==> src/line_raster_with_depth_macros.svh <==
// Assertion helpers for the line raster block.
// Both expect clk and rst in scope; checks are off while rst is high.
`ifndef LINE_RASTER_WITH_DEPTH_MACROS_SVH
`define LINE_RASTER_WITH_DEPTH_MACROS_SVH

// Same-cycle implication.
`define LRD_CHECK(label, ante, cons, msg) \
  label: assert property (@(posedge clk) disable iff (rst) (ante) |-> (cons)) \
    else $error(msg);

// Next-cycle implication.
`define LRD_CHECK_NEXT(label, ante, cons, msg) \
  label: assert property (@(posedge clk) disable iff (rst) (ante) |=> (cons)) \
    else $error(msg);

`endif

==> src/lrd_pkg.sv <==
package lrd_pkg;

  localparam int COORD_BITS = 12;
  localparam int DEPTH_BITS = 16;
  // Coordinate differences and line lengths.
  localparam int DELTA_W    = COORD_BITS + 1;
  // Bresenham error term, bounded by twice the major length.
  localparam int ERR_W      = DELTA_W + 3;
  localparam int DIV_CNT_W  = $clog2(DEPTH_BITS + 1);

  localparam logic CMD_LOAD    = 1'b0;
  localparam logic CMD_ADVANCE = 1'b1;

  typedef enum logic [1:0] {
    ST_IDLE,
    ST_SETUP,
    ST_START,
    ST_DIVIDE
  } lrd_state_t;

  typedef struct packed {
    logic                  start;
    logic [DEPTH_BITS-1:0] dividend;
    logic [DELTA_W-1:0]    divisor;
  } div_req_t;

  typedef struct packed {
    logic                  done;
    logic [DEPTH_BITS-1:0] quotient;
    logic [DELTA_W-1:0]    remainder;
  } div_result_t;

endpackage

==> src/lrd_divider.sv <==
module lrd_divider
  import lrd_pkg::*;
(
  input  logic        clk,
  input  logic        rst,
  input  div_req_t    req,
  output div_result_t res
);

  logic [DELTA_W-1:0]    divisor;
  logic [DELTA_W-1:0]    rem;
  logic [DEPTH_BITS-1:0] quo;
  logic [DIV_CNT_W-1:0]  count;
  logic                  busy;
  logic                  done;

  logic [DELTA_W:0]      shifted;
  logic                  fits;
  logic [DELTA_W:0]      diff;

  // One restoring step: bring down the next dividend bit, try a subtract.
  always_comb begin
    shifted = {rem, quo[DEPTH_BITS-1]};
    diff    = shifted - {1'b0, divisor};
    fits    = (shifted >= {1'b0, divisor});
  end

  always_ff @(posedge clk) begin
    if (rst) begin
      busy  <= 1'b0;
      done  <= 1'b0;
      count <= '0;
    end else begin
      done <= 1'b0;
      if (req.start) begin
        busy    <= 1'b1;
        count   <= DIV_CNT_W'(DEPTH_BITS);
        divisor <= req.divisor;
        rem     <= '0;
        quo     <= req.dividend;
      end else if (busy) begin
        rem   <= fits ? diff[DELTA_W-1:0] : shifted[DELTA_W-1:0];
        quo   <= {quo[DEPTH_BITS-2:0], fits};
        count <= count - 1'b1;
        if (count == DIV_CNT_W'(1)) begin
          busy <= 1'b0;
          done <= 1'b1;
        end
      end
    end
  end

  assign res.done      = done;
  assign res.quotient  = quo;
  assign res.remainder = rem;

endmodule

==> src/line_raster_with_depth.sv <==
// Bresenham line rasterizer, all octants, with linearly interpolated depth.
// A load item (command 0) takes two endpoints and sets up a line; it yields
// no output and replaces any line in progress. Each advance item (command 1)
// yields one pixel, from the endpoint with the lower major coordinate up to,
// but not including, the other one; last marks the final pixel. Lines with
// |dy| < |dx| step along x, all others (equal slopes included) along y. A
// zero-length line, or an advance with no line active, yields nothing.
// Depth of pixel k is z0 + floor(dz*k/n), held exactly as a running
// quotient plus remainder accumulator. An advance's pixel is registered,
// so pixels stream at one per clock while the output side keeps up. A load
// passes these steps from its accept to the next accept: the accept cycle,
// which captures the endpoints, a setup step that orders them, a start step
// for the divider, 16 steps of the one-bit-per-cycle restoring divider that
// forms dz / n, and a step that folds its result into the line state; a
// zero-length line skips the divider and returns to idle after setup.
// in_stall stays high for all of these steps but the first.
`include "line_raster_with_depth_macros.svh"

module line_raster_with_depth
  import lrd_pkg::*;
(
  input  logic                         clk,
  input  logic                         rst,
  // input items
  input  logic                         in_valid,
  output logic                         in_stall,
  input  logic                         command,
  input  logic signed [COORD_BITS-1:0] start_x,
  input  logic signed [COORD_BITS-1:0] start_y,
  input  logic        [DEPTH_BITS-1:0] start_depth,
  input  logic signed [COORD_BITS-1:0] end_x,
  input  logic signed [COORD_BITS-1:0] end_y,
  input  logic        [DEPTH_BITS-1:0] end_depth,
  // output items
  output logic                         out_valid,
  input  logic                         out_stall,
  output logic signed [COORD_BITS-1:0] pixel_x,
  output logic signed [COORD_BITS-1:0] pixel_y,
  output logic        [DEPTH_BITS-1:0] pixel_depth,
  output logic                         last
);

  lrd_state_t state, state_next;

  // Captured endpoints and raw differences.
  logic signed [COORD_BITS-1:0] x0, y0, x1, y1;
  logic        [DEPTH_BITS-1:0] z0, z1;
  logic signed [DELTA_W-1:0]    dx, dy;
  logic signed [DEPTH_BITS:0]   zd;

  // Line state.
  logic [COORD_BITS-1:0] major_pos;
  logic [COORD_BITS-1:0] minor_pos;
  logic [ERR_W-1:0]      error_term;
  logic [DELTA_W-1:0]    pixels_left;
  logic                  minor_dir_negative;
  logic                  steep_line;
  logic [DEPTH_BITS-1:0] depth_now;
  // Only the low bits matter: depth is added modulo 2^DEPTH_BITS.
  logic [DEPTH_BITS-1:0] depth_quotient;
  logic [DELTA_W-1:0]    depth_remainder;
  logic [DELTA_W-1:0]    depth_accum;
  logic [DELTA_W-1:0]    major_delta;
  logic [DELTA_W-1:0]    minor_delta;
  logic                  dz_neg;
  logic [DEPTH_BITS-1:0] dz_mag;

  logic in_fire, load_fire, adv_emit;

  div_req_t    div_req;
  div_result_t div_res;

  lrd_divider u_div (
    .clk (clk),
    .rst (rst),
    .req (div_req),
    .res (div_res)
  );

  assign in_fire   = in_valid && !in_stall;
  assign load_fire = in_fire && (command == CMD_LOAD);
  assign adv_emit  = in_fire && (command == CMD_ADVANCE) && (pixels_left != '0);

  // ---------------------------------------------------------------------------
  // Setup: choose the major axis and order the endpoints so it rises.
  // A negative major difference means the endpoints swap.
  // ---------------------------------------------------------------------------
  logic [DELTA_W-1:0]    adx, ady, len_sel, minor_sel;
  logic signed [DELTA_W-1:0] da, db;
  logic                  steep_sel, swap;
  logic [COORD_BITS-1:0] a0_sel, b0_sel;
  logic [DEPTH_BITS:0]   zd_abs;
  logic [ERR_W-1:0]      err_init;

  always_comb begin
    adx       = dx[DELTA_W-1] ? DELTA_W'(-dx) : DELTA_W'(dx);
    ady       = dy[DELTA_W-1] ? DELTA_W'(-dy) : DELTA_W'(dy);
    steep_sel = !(ady < adx);
    da        = steep_sel ? dy : dx;
    db        = steep_sel ? dx : dy;
    swap      = da[DELTA_W-1];
    len_sel   = steep_sel ? ady : adx;
    minor_sel = steep_sel ? adx : ady;
    if (steep_sel) begin
      a0_sel = swap ? y1 : y0;
      b0_sel = swap ? x1 : x0;
    end else begin
      a0_sel = swap ? x1 : x0;
      b0_sel = swap ? y1 : y0;
    end
    zd_abs   = zd[DEPTH_BITS] ? (DEPTH_BITS+1)'(-zd) : (DEPTH_BITS+1)'(zd);
    err_init = {2'b00, minor_sel, 1'b0} - {3'b000, len_sel};
  end

  // ---------------------------------------------------------------------------
  // Per-pixel step.
  // ---------------------------------------------------------------------------
  logic                  err_pos;
  logic [ERR_W-1:0]      minor2, major2, error_step;
  logic [DELTA_W:0]      accum_sum;
  logic                  depth_carry;
  logic [DELTA_W-1:0]    accum_step;
  logic [DEPTH_BITS-1:0] depth_step;
  logic [COORD_BITS-1:0] minor_step;

  always_comb begin
    err_pos     = !error_term[ERR_W-1] && (error_term != '0);
    minor2      = {2'b00, minor_delta, 1'b0};
    major2      = {2'b00, major_delta, 1'b0};
    error_step  = err_pos ? (error_term + minor2 - major2) : (error_term + minor2);
    minor_step  = minor_dir_negative ? (minor_pos - 1'b1) : (minor_pos + 1'b1);
    accum_sum   = {1'b0, depth_accum} + {1'b0, depth_remainder};
    depth_carry = (accum_sum >= {1'b0, major_delta});
    accum_step  = depth_carry ? DELTA_W'(accum_sum - {1'b0, major_delta})
                              : accum_sum[DELTA_W-1:0];
    depth_step  = depth_now + depth_quotient + DEPTH_BITS'(depth_carry);
  end

  // Floor correction of the unsigned divide when dz is negative.
  logic                  rem_nz;
  logic [DEPTH_BITS-1:0] quot_fix;
  logic [DELTA_W-1:0]    rem_fix;

  always_comb begin
    rem_nz   = (div_res.remainder != '0);
    quot_fix = dz_neg ? (~div_res.quotient + DEPTH_BITS'(!rem_nz)) : div_res.quotient;
    rem_fix  = (dz_neg && rem_nz) ? (major_delta - div_res.remainder)
                                  : div_res.remainder;
  end

  // ---------------------------------------------------------------------------
  // Sequencer
  // ---------------------------------------------------------------------------
  always_comb begin
    state_next = state;
    unique case (state)
      ST_IDLE:   if (load_fire) state_next = ST_SETUP;
      ST_SETUP:  state_next = (len_sel == '0) ? ST_IDLE : ST_START;
      ST_START:  state_next = ST_DIVIDE;
      ST_DIVIDE: if (div_res.done) state_next = ST_IDLE;
      default:   state_next = ST_IDLE;
    endcase
  end

  always_comb begin
    in_stall         = (state != ST_IDLE) || (out_valid && out_stall);
    div_req.start    = (state == ST_START);
    div_req.dividend = dz_mag;
    div_req.divisor  = major_delta;
  end

  always_ff @(posedge clk) begin
    if (rst) begin
      state       <= ST_IDLE;
      out_valid   <= 1'b0;
      pixels_left <= '0;
    end else begin
      state <= state_next;

      if (adv_emit) begin
        out_valid <= 1'b1;
      end else if (!out_stall) begin
        out_valid <= 1'b0;
      end

      if (load_fire) begin
        pixels_left <= '0;
      end else if (state == ST_SETUP) begin
        pixels_left <= len_sel;
      end else if (adv_emit) begin
        pixels_left <= pixels_left - 1'b1;
      end
    end
  end

  // Payload and line registers.
  always_ff @(posedge clk) begin
    if (load_fire) begin
      x0 <= start_x;
      y0 <= start_y;
      z0 <= start_depth;
      x1 <= end_x;
      y1 <= end_y;
      z1 <= end_depth;
      dx <= DELTA_W'(end_x) - DELTA_W'(start_x);
      dy <= DELTA_W'(end_y) - DELTA_W'(start_y);
      zd <= {1'b0, end_depth} - {1'b0, start_depth};
    end

    if (state == ST_SETUP) begin
      steep_line         <= steep_sel;
      major_pos          <= a0_sel;
      minor_pos          <= b0_sel;
      major_delta        <= len_sel;
      minor_delta        <= minor_sel;
      minor_dir_negative <= (db[DELTA_W-1] ^ swap) && (db != '0);
      error_term         <= err_init;
      depth_now          <= swap ? z1 : z0;
      depth_accum        <= '0;
      depth_quotient     <= '0;
      depth_remainder    <= '0;
      dz_neg             <= (zd[DEPTH_BITS] ^ swap) && (zd != '0);
      dz_mag             <= zd_abs[DEPTH_BITS-1:0];
    end else if ((state == ST_DIVIDE) && div_res.done) begin
      depth_quotient  <= quot_fix;
      depth_remainder <= rem_fix;
    end else if (adv_emit) begin
      pixel_x     <= steep_line ? minor_pos : major_pos;
      pixel_y     <= steep_line ? major_pos : minor_pos;
      pixel_depth <= depth_now;
      last        <= (pixels_left == DELTA_W'(1));
      if (err_pos) begin
        minor_pos <= minor_step;
      end
      error_term  <= error_step;
      major_pos   <= major_pos + 1'b1;
      depth_now   <= depth_step;
      depth_accum <= accum_step;
    end
  end

  // ---------------------------------------------------------------------------
  // Assertions
  // ---------------------------------------------------------------------------
  // Line ready and running; set up, divide still ahead.
  logic line_live, setup_clean;

  assign line_live   = (state == ST_IDLE) && (pixels_left != '0);
  assign setup_clean = (state == ST_SETUP) && (pixels_left == '0);

  `LRD_CHECK(a_div_done_in_divide, div_res.done, state == ST_DIVIDE, "stray divider done")
  `LRD_CHECK(a_accum_below_len, line_live, depth_accum < major_delta, "accumulator out of range")
  `LRD_CHECK(a_rem_below_len, line_live, depth_remainder < major_delta, "remainder out of range")
  `LRD_CHECK_NEXT(a_load_to_setup, load_fire, setup_clean, "load did not enter setup")

endmodule

==> config.mk <==
export PLATFORM = sky130hd
export DESIGN_NAME = line_raster_with_depth
export DESIGN_NICKNAME = d
export VERILOG_FILES = /design/src/lrd_pkg.sv /design/src/lrd_divider.sv /design/src/line_raster_with_depth.sv
export VERILOG_INCLUDE_DIRS = /design/src /design/src/src
export SDC_FILE = /design/constraint.sdc
export NUM_CORES = 1
export LEC_CHECK = 0
export ABC_AREA = 1
export BUFFER_PORTS_ARGS = -buffer_cell sky130_fd_sc_hd__buf_2
export CELL_PAD_IN_SITES_DETAIL_PLACEMENT = 1
export CELL_PAD_IN_SITES_GLOBAL_PLACEMENT = 1
export CORE_MARGIN = 2
export CORE_UTILIZATION = 25
export CTS_BUF_LIST = sky130_fd_sc_hd__clkbuf_8
export DETAILED_ROUTE_END_ITERATION = 10
export GPL_TIMING_DRIVEN = 0
export MAX_ROUTING_LAYER = met4
export PLACE_DENSITY_LB_ADDON = 0.1
export SLEW_MARGIN = 20
export SYNTH_ARGS = -nofsm -noshare
export SYNTH_HDL_FRONTEND = slang
export SYNTH_SLANG_ARGS = --single-unit
==> constraint.sdc <==
create_clock -name clk -period 11.55 [get_ports clk]
set_input_delay 1.7325 -clock clk [delete_from_list [all_inputs] [get_ports clk]]
set_output_delay 1.7325 -clock clk [all_outputs]
set_load 0.02 [all_outputs]
==> results of run 1 <==
==> critical path: cells and delay by family (launching register included) <==
kind | cells | cell delay (ns)
compound gates | 8 | 1.85
fa+ha+maj | 4 | 1.71
simple gates | 11 | 1.28
buf+inv | 3 | 0.40
xor+xnor | 2 | 0.35
flops | 1 | 0.31
==> cells by family after synthesis <==
| kind of cell | Yosys count | synth area share |
|---|---|---|
| AND/OR/NAND/NOR | 1166 | 0.205 |
| AO/OA/AOI/OAI | 551 | 0.129 |
| flip-flops | 372 | 0.443 |
| XOR/XNOR | 133 | 0.0490 |
| buffers and inverters | 434 | 0.0717 |
| adder cells (fa/ha/maj) | 188 | 0.103 |
==> worst min path at each step <==
stage	end	slack [ns]	cells past startpoint
after detailed placement	state[0]$_SDFFE_PP0P_	0.46	1
after CTS	state[0]$_SDFFE_PP0P_	0.47	1
final	state[0]$_SDFFE_PP0P_	0.47	1
after floorplan	state[0]$_SDFFE_PP0P_	0.42	1
after global placement	state[0]$_SDFFE_PP0P_	0.45	1
after global routing	depth_accum[9]$_SDFFE_PP0P_	0.48	2
==> synth_stat cells (all sizes together), types with 5 or more instances <==
library cell / instances
a21o: 17
nand3: 153
nand4: 48
nor2: 229
xor2: 93
nor4: 5
o211ai: 19
or2: 11
o21a: 5
ha: 175
a31oi: 19
xnor2: 40
o21ai: 218
fa: 13
edfxtp: 307
nor3: 30
buf: 28
dfxtp: 65
nand2: 672
clkbuf: 37
o21bai: 10
nand3b: 8
a21boi: 5
a21oi: 215
o22ai: 20
inv: 367
==> power groups by stage <==
stage | Sequential, uW | Clock (uW) | Combinational, uW
after floorplan | 1830 | 0 | 1590
after global placement | 1870 | 0 | 2290
after detailed placement | 1860 | 0 | 2340
after CTS | 1830 | 1470 | 2360
after global routing | 1850 | 1530 | 2640
final | 1830 | 1410 | 2320
==> stage by stage <==
| stage | setup slack, ns | instance area (um^2) |
|---|---|---|
| 2_1_floorplan | 3.40 | 23800 |
| 3_3_place_gp | 0.347 | 26000 |
| 3_5_place_dp | 5.37 | 26300 |
| 4_1_cts | 5.36 | 27800 |
| 5_1_grt | 4.80 | 27800 |
| 6_report | 5.37 | 27800 |
==> layer usage <==
metal  wire [um]  vias up  share of wire  track usage
li1            -    10100              -            -
met1       41700     9808           0.49        0.237
met2       39900      212           0.47        0.292
met3        1890      103          0.022       0.0214
met4        1610        0          0.019       0.0416
met5           0        -              0            -
==> registers in the layout (all words and copies together) (netlist names), 13 cells and up, named ones only <==
name / cells
u_div.quo: 16
z1: 16
depth_quotient: 16
pixels_left: 13
zd: 17
depth_remainder: 13
u_div.divisor: 13
minor_delta: 13
error_term: 16
z0: 16
depth_accum: 13
dz_mag: 16
dy: 13
pixel_depth: 16
major_delta: 13
dx: 13
depth_now: 16
u_div.rem: 13
==> cell type report <==
cell class,instances,area [um^2],share of cell area
tap,1265,1580,0.0570
sequential,372,10500,0.379
buffer,65,324,0.0117
clock inverter,64,457,0.0164
antenna,2,5.00,0.000180
inverter,369,1390,0.0498
clock buffer,78,1070,0.0386
timing repair buffer,137,873,0.0314
multi-input combinational,2038,11600,0.416
==> reports/metrics.yaml, run 1 <==
status: "finished clean"
synth.net_count: 3117
wl_per_cell_um: 19.4
synth_area_leaders: "edfxtp_1 39%, nand2_1 11%, ha_1 9.2%, inv_1 5.7%, dfxtp_1 5.5%"
p_sw_uw: 2330
ys_ff_latch: 372
clk_latency_ns: 0.71
worstReg2RegEnd: "depth_now[10]$_DFFE_PP_"
max_stage_delay_ns: 0.53
place.gp.congestion: 0.862
hold_viol_final: 0
hp-class: "flop to flop"
yosys_warnings: 0
place_inst: 4246
cp-startpoint: "depth_remainder[2]$_SDFFE_PP0P_"
clk_pin_slew_worst_paths_ns: 0.06
synthArstFlopShare: 0
coreArea_mm2: 0.0946
r2r_cells: 28
syn_to_final_growth_pct: 17.0
setup_viol: 0
hold_buffers: 0
drc_errors: 0
std_cell_rows: 113
tritoncts: "yes"
syn_area_mm2: 0.0238
seq_power_share: 0.329
initial_core_util: 0.251
grt_overflow: 0
path_max_fanout: 6
power_leakage_uw: 0.0124
critical_path_class: "flop to flop"
total_power_uw: 5560
yosysSeqAreaShare: 0.443
cts_setup_buffers: 0
grt_pass1_vias: 21600
p_per_area_mw_per_mm2: 200
nNetsFinal: 3333
crit_top_cell: "nand2_1"
grt_max_degree: 45
drt_iter0_drc: 679
io_buffers: 127
fin_crit_ns: 6.18
fin_util: 0.294
dieHeight_um: 312
vdd_drop_max_mv: 0.0785
final_cell_mix: "665 x nand2_1, 384 x inv_1, 307 x edfxtp_1"
startpoint_type: "flop"
clock-sinks: 372
crit_arrival_ns: 6.63
cts_buffers: 77
setup_tns_ns: 0
hold_ws_ns: 0.465
critPathRequiredTime_ns: 12.00
ant_nets: 0
max_freq_ghz: 0.162
p_comb_frac: 0.418
ys_types: 52
synth_edf_count: 307
cts_root_buffer: "clkbuf_8"
htree_num_levels: 3
first_pass_iters: 7
switching_share: 0.419
hp-start: "u_div.done$_SDFF_PP0_"
relSlewSlack: 0.342
antenna_found_initial: 2
cap_violations: 0
fill_cells: 11200
power_frac_clock: 0.254
die_area_mm2: 0.0975
synth_ff_type: "edfxtp_1"
grt_pass1_wl_um: 130000
yosysTopAreaCellShare: 0.388
postCtsResizedCells: 0
io_pins: 128
layout_commonest_cell: "nand2_1"
drive_above_1_share: 0.0983
fin_cells: 4390
crit_path_end: "depth_now[10]$_DFFE_PP_"
grt_setup_unrepaired: "no"
vias_per_cell: 4.61
die_w_um: 312
timing.rr.start: "depth_remainder[2]$_SDFFE_PP0P_"
period_share: 0.535
drt_wl_total_um: 85000
postSynthCellCount: 2844
cpMaxStageDelayCell: "o21ai_0"
skew_ns: 0.0461
crit_path_end_kind: "flop"
yosys.area.top_type: "edfxtp_1"
p_int_uw: 3230
dr_total_vias: 20200
cts.path.max_buffers: 3
dp_hpwl_um: 68900
worst_pin_slew_ns: 0.987
avgSynthCellArea_um2: 8.36
maxSlewViolCount: 0
worst-r2r-setup-slack_ns: 5.37
grt_usage: 0.179
(Power assumes the default switching activity.)
==> inputs of run 2 (changes only) <==
==> constraint.sdc (replaced) <==
create_clock -name clk -period 5.7 [get_ports clk]
set_input_delay 0.855 -clock clk [delete_from_list [all_inputs] [get_ports clk]]
set_output_delay 0.855 -clock clk [all_outputs]
set_load 0.02 [all_outputs]
==> run 2 against run 1 <==
Non-clock buffer count fell by 2; total power up 100%; combinational power grew 100%; clock power is 110% higher; sequential share of layout area decreased by 0.073 points; die area unchanged; sequential power rose by 100%; largest power group unchanged; maximum frequency rose by 17%; count of clock-buffer cells in the layout up 5; via count is 0.19% lower; highest routed layer unchanged; global-route usage is essentially flat.
==> reports/metrics.yaml, run 2 (synthesis gave the netlist of run 1 again) <==
relSlewSlack: 0.250
dp_hpwl_um: 68400
dr_total_vias: 20200
drive_above_1_share: 0.103
initial_core_util: 0.251
drt_iter0_drc: 800
final_cell_mix: "665 x nand2_1, 378 x inv_1, 307 x edfxtp_1"
die_area_mm2: 0.0975
fin_util: 0.294
worst_pin_slew_ns: 1.12
timing.rr.start: "dy[0]$_DFFE_PP_"
coreArea_mm2: 0.0946
setup_viol: 0
total_power_uw: 11300
place_inst: 4245
syn_to_final_growth_pct: 17.2
critical_path_class: "flop to flop"
hold_buffers: 0
dieHeight_um: 312
top_register: "zd"
place.gp.congestion: 0.864
nNetsFinal: 3332
ant_nets: 0
max_freq_ghz: 0.189
worstReg2RegEnd: "error_term[12]$_DFFE_PP_"
largest_register_ffs: 17
hp-class: "input pin to flop"
skew_ns: 0.0796
grt_overflow: 0
antenna_found_initial: 2
io_pins: 128
io_buffers: 127
vias_per_cell: 4.60
period_share: 0.928
hold_viol_final: 0
clk_latency_ns: 0.73
first_pass_iters: 4
cap_violations: 0
p_per_area_mw_per_mm2: 407
setup_tns_ns: 0
drt_wl_total_um: 84800
std_cell_rows: 113
grt_max_degree: 44
path_max_fanout: 10
clock-sinks: 372
cp-startpoint: "dy[0]$_DFFE_PP_"
crit_path_end_kind: "flop"
startpoint_type: "flop"
tritoncts: "yes"
crit_path_end: "error_term[12]$_DFFE_PP_"
clk_pin_slew_worst_paths_ns: 0.07
grt_usage: 0.179
grt_pass1_wl_um: 129000
cts_root_buffer: "clkbuf_8"
critPathRequiredTime_ns: 6.10
wl_per_cell_um: 19.3
crit_arrival_ns: 5.69
grt_pass1_vias: 21400
r2r_cells: 27
power_leakage_uw: 0.0124
drc_errors: 0
layout_commonest_cell: "nand2_1"
grt_setup_unrepaired: "no"
cts.path.max_buffers: 3
htree_num_levels: 3
vdd_drop_max_mv: 0.161
fin_crit_ns: 5.29
maxSlewViolCount: 0
worst-r2r-setup-slack_ns: 0.41
die_w_um: 312
fin_cells: 4388
status: "finished clean"
cts_buffers: 78
==> run 2: cell types whose count changed in the layout (fill, tap and decap cells not counted), sizes merged <==
cell / before / now
buf: 165 / 164
diode: 2 / 1
inv: 393 / 391
clkbuf: 115 / 119
bufinv: 5 / 4
clkinvlp: 2 / 1
==> run 2: power breakdown <==
group          total (uW)  switching [uW]  internal (uW)
clock                2900            1350           1560
sequential           3700             248           3460
combinational        4720            3150           1570
total               11300            4740           6590
==> run 2: final cells by class <==
class | count | area, um^2
fillers | 11300 | 66700
multi-input cells | 2038 | 11600
diodes | 1 | 2.50
clock buffers | 83 | 1140
inverters | 369 | 1390
clock inverters | 60 | 418
flip-flops and latches | 372 | 10500
well taps | 1265 | 1580
repair buffers | 136 | 838
plain buffers | 64 | 324
==> run 2: how the worst min path moves through the flow <==
stage / slack [ns] / start / cells past startpoint / end
finish: 0.33 / end_depth[0] / 1 / z1[0]$_DFFE_PP_
floorplan: 0.42 / u_div.done$_SDFF_PP0_ / 1 / state[0]$_SDFFE_PP0P_
detailed placement: 0.45 / depth_now[12]$_DFFE_PP_ / 0 / pixel_depth[12]$_DFFE_PP_
CTS: 0.23 / start_depth[2] / 1 / z0[2]$_DFFE_PP_
global route: 0.27 / start_depth[2] / 1 / z0[2]$_DFFE_PP_
global placement: 0.44 / depth_now[12]$_DFFE_PP_ / 0 / pixel_depth[12]$_DFFE_PP_
==> run 2: critical path, stage by stage, from the launching register on <==
cell and delay, ns:
edfxtp_1 0.44, nor3_1 0.21, nand3_1 0.16, nor3_2 0.17, nor2_1 0.08, or2_2 0.27, nand2_1 0.16, inv_1 0.09
ha_1 0.28, nand2_1 0.08, nor2_4 0.19, inv_2 0.07, nor2_4 0.13, nand2_4 0.10, nand2_4 0.09, buf_6 0.16
buf_6 0.16, buf_6 0.18, buf_4 0.20, nand2_1 0.06, o21ai_1 0.17, ha_2 0.39, a21o_1 0.22, a221oi_2 0.27
nand3_1 0.18, or2_2 0.30, nand3_1 0.11, nand2_1 0.07
==> run 2: timing repair <==
item | 4_1_cts | 5_1_grt
endpoints found under the setup margin | 8 | 11
setup buffers | 0 | 0
gates resized for setup | 4 | 19
==> run 2: metal layers <==
metal	vias up	routed length [um]	global-route usage
met4	0	1870	0.0519
met3	93	2450	0.0221
met2	292	39500	0.285
met5	-	0	-
met1	9712	41000	0.237
li1	10100	-	-
==> run 2: per-stage QoR <==
step	instance area [um^2]	worst slack, ns	hold WS (ns)
detailed placement	26200	-0.258	0.447
global placement	26000	-1.43	0.437
floorplan	23800	0.580	0.425
finish	27800	0.411	0.330
CTS	27800	0.0273	0.233
global route	27800	0.0160	0.270
==> inputs of run 3 (changes only) <==
--- a/config.mk
+++ b/config.mk
@@ -14,6 +14,7 @@
 export CORE_UTILIZATION = 25
 export CTS_BUF_LIST = sky130_fd_sc_hd__clkbuf_8
 export DETAILED_ROUTE_END_ITERATION = 10
+export GPL_ROUTABILITY_DRIVEN = 0
 export GPL_TIMING_DRIVEN = 0
 export MAX_ROUTING_LAYER = met4
 export PLACE_DENSITY_LB_ADDON = 0.1
==> constraint.sdc (replaced) <==
create_clock -name clk -period 4.8 [get_ports clk]
set_input_delay 0.72 -clock clk [delete_from_list [all_inputs] [get_ports clk]]
set_output_delay 0.72 -clock clk [all_outputs]
set_load 0.02 [all_outputs]
==> run 3 against run 2 <==
Clock skew down 0.031 ns; count of clock-buffer cells in the layout fell by 2; cell count rose by 1.1%; first-iteration DRC count is 16% higher; core utilization grew 0.92 points; clock power is 9.7% higher; total power up 22%; die area did not move; via count up 2.4%; critical path type unchanged; largest power group unchanged.
==> reports/metrics.yaml, run 3 (synthesis gave the netlist of run 1 again) <==
grt_overflow: 0
status: "finished clean"
coreArea_mm2: 0.0946
r2r_cells: 25
grt_pass1_vias: 21600
hold_ws_ns: 0.201
ant_nets: 0
startpoint_type: "flop"
wl_per_cell_um: 19.4
max_freq_ghz: 0.216
drive_above_1_share: 0.149
htree_num_levels: 3
p_per_area_mw_per_mm2: 480
die_w_um: 312
period_share: 0.963
worstReg2RegEnd: "error_term[12]$_DFFE_PP_"
skew_ns: 0.0484
clk_latency_ns: 0.72
std_cell_rows: 113
tritoncts: "yes"
drt_iter0_drc: 925
multiInputGateArea_mm2: 0.0122
fill_cells: 11300
worst_pin_slew_ns: 1.09
dp_worst_setup_slack_ns: -1.21
fin_area_mm2: 0.0287
cap_violations: 0
power_frac_clock: 0.231
hold_viol_final: 0
layout_commonest_cell: "nand2_1"
cts.path.max_buffers: 3
regArea_mm2: 0.0105
power_leakage_uw: 0.0127
first_pass_iters: 5
top_register: "zd"
grt_usage: 0.179
p_comb_frac: 0.449
die_area_mm2: 0.0975
grt_pass1_wl_um: 130000
path_max_fanout: 10
drc_errors: 0
cts_root_buffer: "clkbuf_8"
io_buffers: 127
critical_path_class: "flop to flop"
setup_ws_ns: 0.178
vias_per_cell: 4.66
p_sw_uw: 5830
crit_arrival_ns: 5.04
dr_total_vias: 20700
cp-startpoint: "dx[1]$_DFFE_PP_"
dp_hpwl_um: 68300
final_cell_mix: "636 x nand2_1, 381 x inv_1, 307 x edfxtp_1"
initial_core_util: 0.251
syn_to_final_growth_pct: 20.9
hp-start: "start_depth[13]"
hp-class: "input pin to flop"
cts_buffers: 77
crit_path_end: "error_term[12]$_DFFE_PP_"
worst-r2r-setup-slack_ns: 0.18
critPathRequiredTime_ns: 5.22
setup_tns_ns: 0
dieHeight_um: 312
relSlewSlack: 0.271
setup_viol: 0
clk_pin_slew_worst_paths_ns: 0.06
crit_path_end_kind: "flop"
dpl_cell_area_mm2: 0.0262
nNetsFinal: 3376
switching_share: 0.423
grt_setup_unrepaired: "yes"
clock-sinks: 372
vdd_drop_max_mv: 0.182
p_int_uw: 7960
hold_buffers: 0
fin_crit_ns: 4.62
io_pins: 128
maxSlewViolCount: 0
drt_wl_total_um: 86000
seq_power_share: 0.321
timing.rr.start: "dx[1]$_DFFE_PP_"
grt_max_degree: 45
antenna_found_initial: 2
largest_register_ffs: 17
-- run 3: metrics by stage --
step / util / cells / power, uW
final: 0.304 / 4435 / 13800
after global routing: 0.304 / 4433 / 14900
after CTS: 0.295 / 4391 / 13500
after detailed placement: 0.277 / 4244 / 10100
after global placement: 0.275 / 4236 / 9960
after floorplan: - / 2844 / 8210
-- run 3: critical path: stages (launching register included) --
cell and delay, ns:
edfxtp_1 0.44, nor2_2 0.15, nand3_1 0.11, nand2_1 0.10, nand2_1 0.13, nor2_1 0.14
xor2_1 0.28, inv_1 0.11, ha_1 0.30, nand2_2 0.10, inv_2 0.04, nand2_1 0.07
nand2_2 0.08, a21oi_4 0.27, nand2_8 0.09, buf_12 0.15, buf_12 0.13, buf_12 0.14
o21ai_4 0.19, ha_4 0.23, a21o_1 0.20, a221oi_2 0.26, nand3_1 0.14, or2_2 0.29
nand3_1 0.10, nand2_1 0.07
-- run 3: power by group through the flow --
stage | sequential, uW | clock, uW | combinational [uW]
after CTS | 4410 | 3330 | 5790
after global routing | 4470 | 3470 | 6950
final | 4420 | 3180 | 6190
after detailed placement | 4470 | 0 | 5610
after floorplan | 4390 | 0 | 3820
after global placement | 4480 | 0 | 5470
-- run 3: layer usage --
layer	vias to the layer above	part of all wire	global-route usage
met3	111	0.030	0.0257
li1	10200	-	-
met1	10100	0.48	0.236
met2	315	0.46	0.284
met4	0	0.024	0.0527
met5	-	0	-
-- run 3: repair_timing --
action,CTS,global route
cloned,0,1
pin swaps,13,52
gates resized for setup,65,126
buffers inserted,9,36
setup endpoints to repair,26,24
-- run 3: cell type report --
class | count | share of cell area
buffer | 64 | 0.0128
clock buffer | 81 | 0.0388
clock inverter | 58 | 0.0108
tap | 1265 | 0.0551
sequential | 372 | 0.367
timing repair buffer | 181 | 0.0409
antenna | 7 | 0.000610
multi-input combinational | 2038 | 0.426
inverter | 369 | 0.0485
-- run 3: worst min path at each step --
stage,end,depth (start not counted),slack [ns]
global placement,depth_accum[12]$_SDFFE_PP0P_,2,0.46
detailed placement,depth_accum[12]$_SDFFE_PP0P_,2,0.46
CTS,z0[13]$_DFFE_PP_,1,0.12
floorplan,state[0]$_SDFFE_PP0P_,1,0.42
global route,y0[6]$_DFFE_PP_,1,0.14
finish,z0[13]$_DFFE_PP_,1,0.20
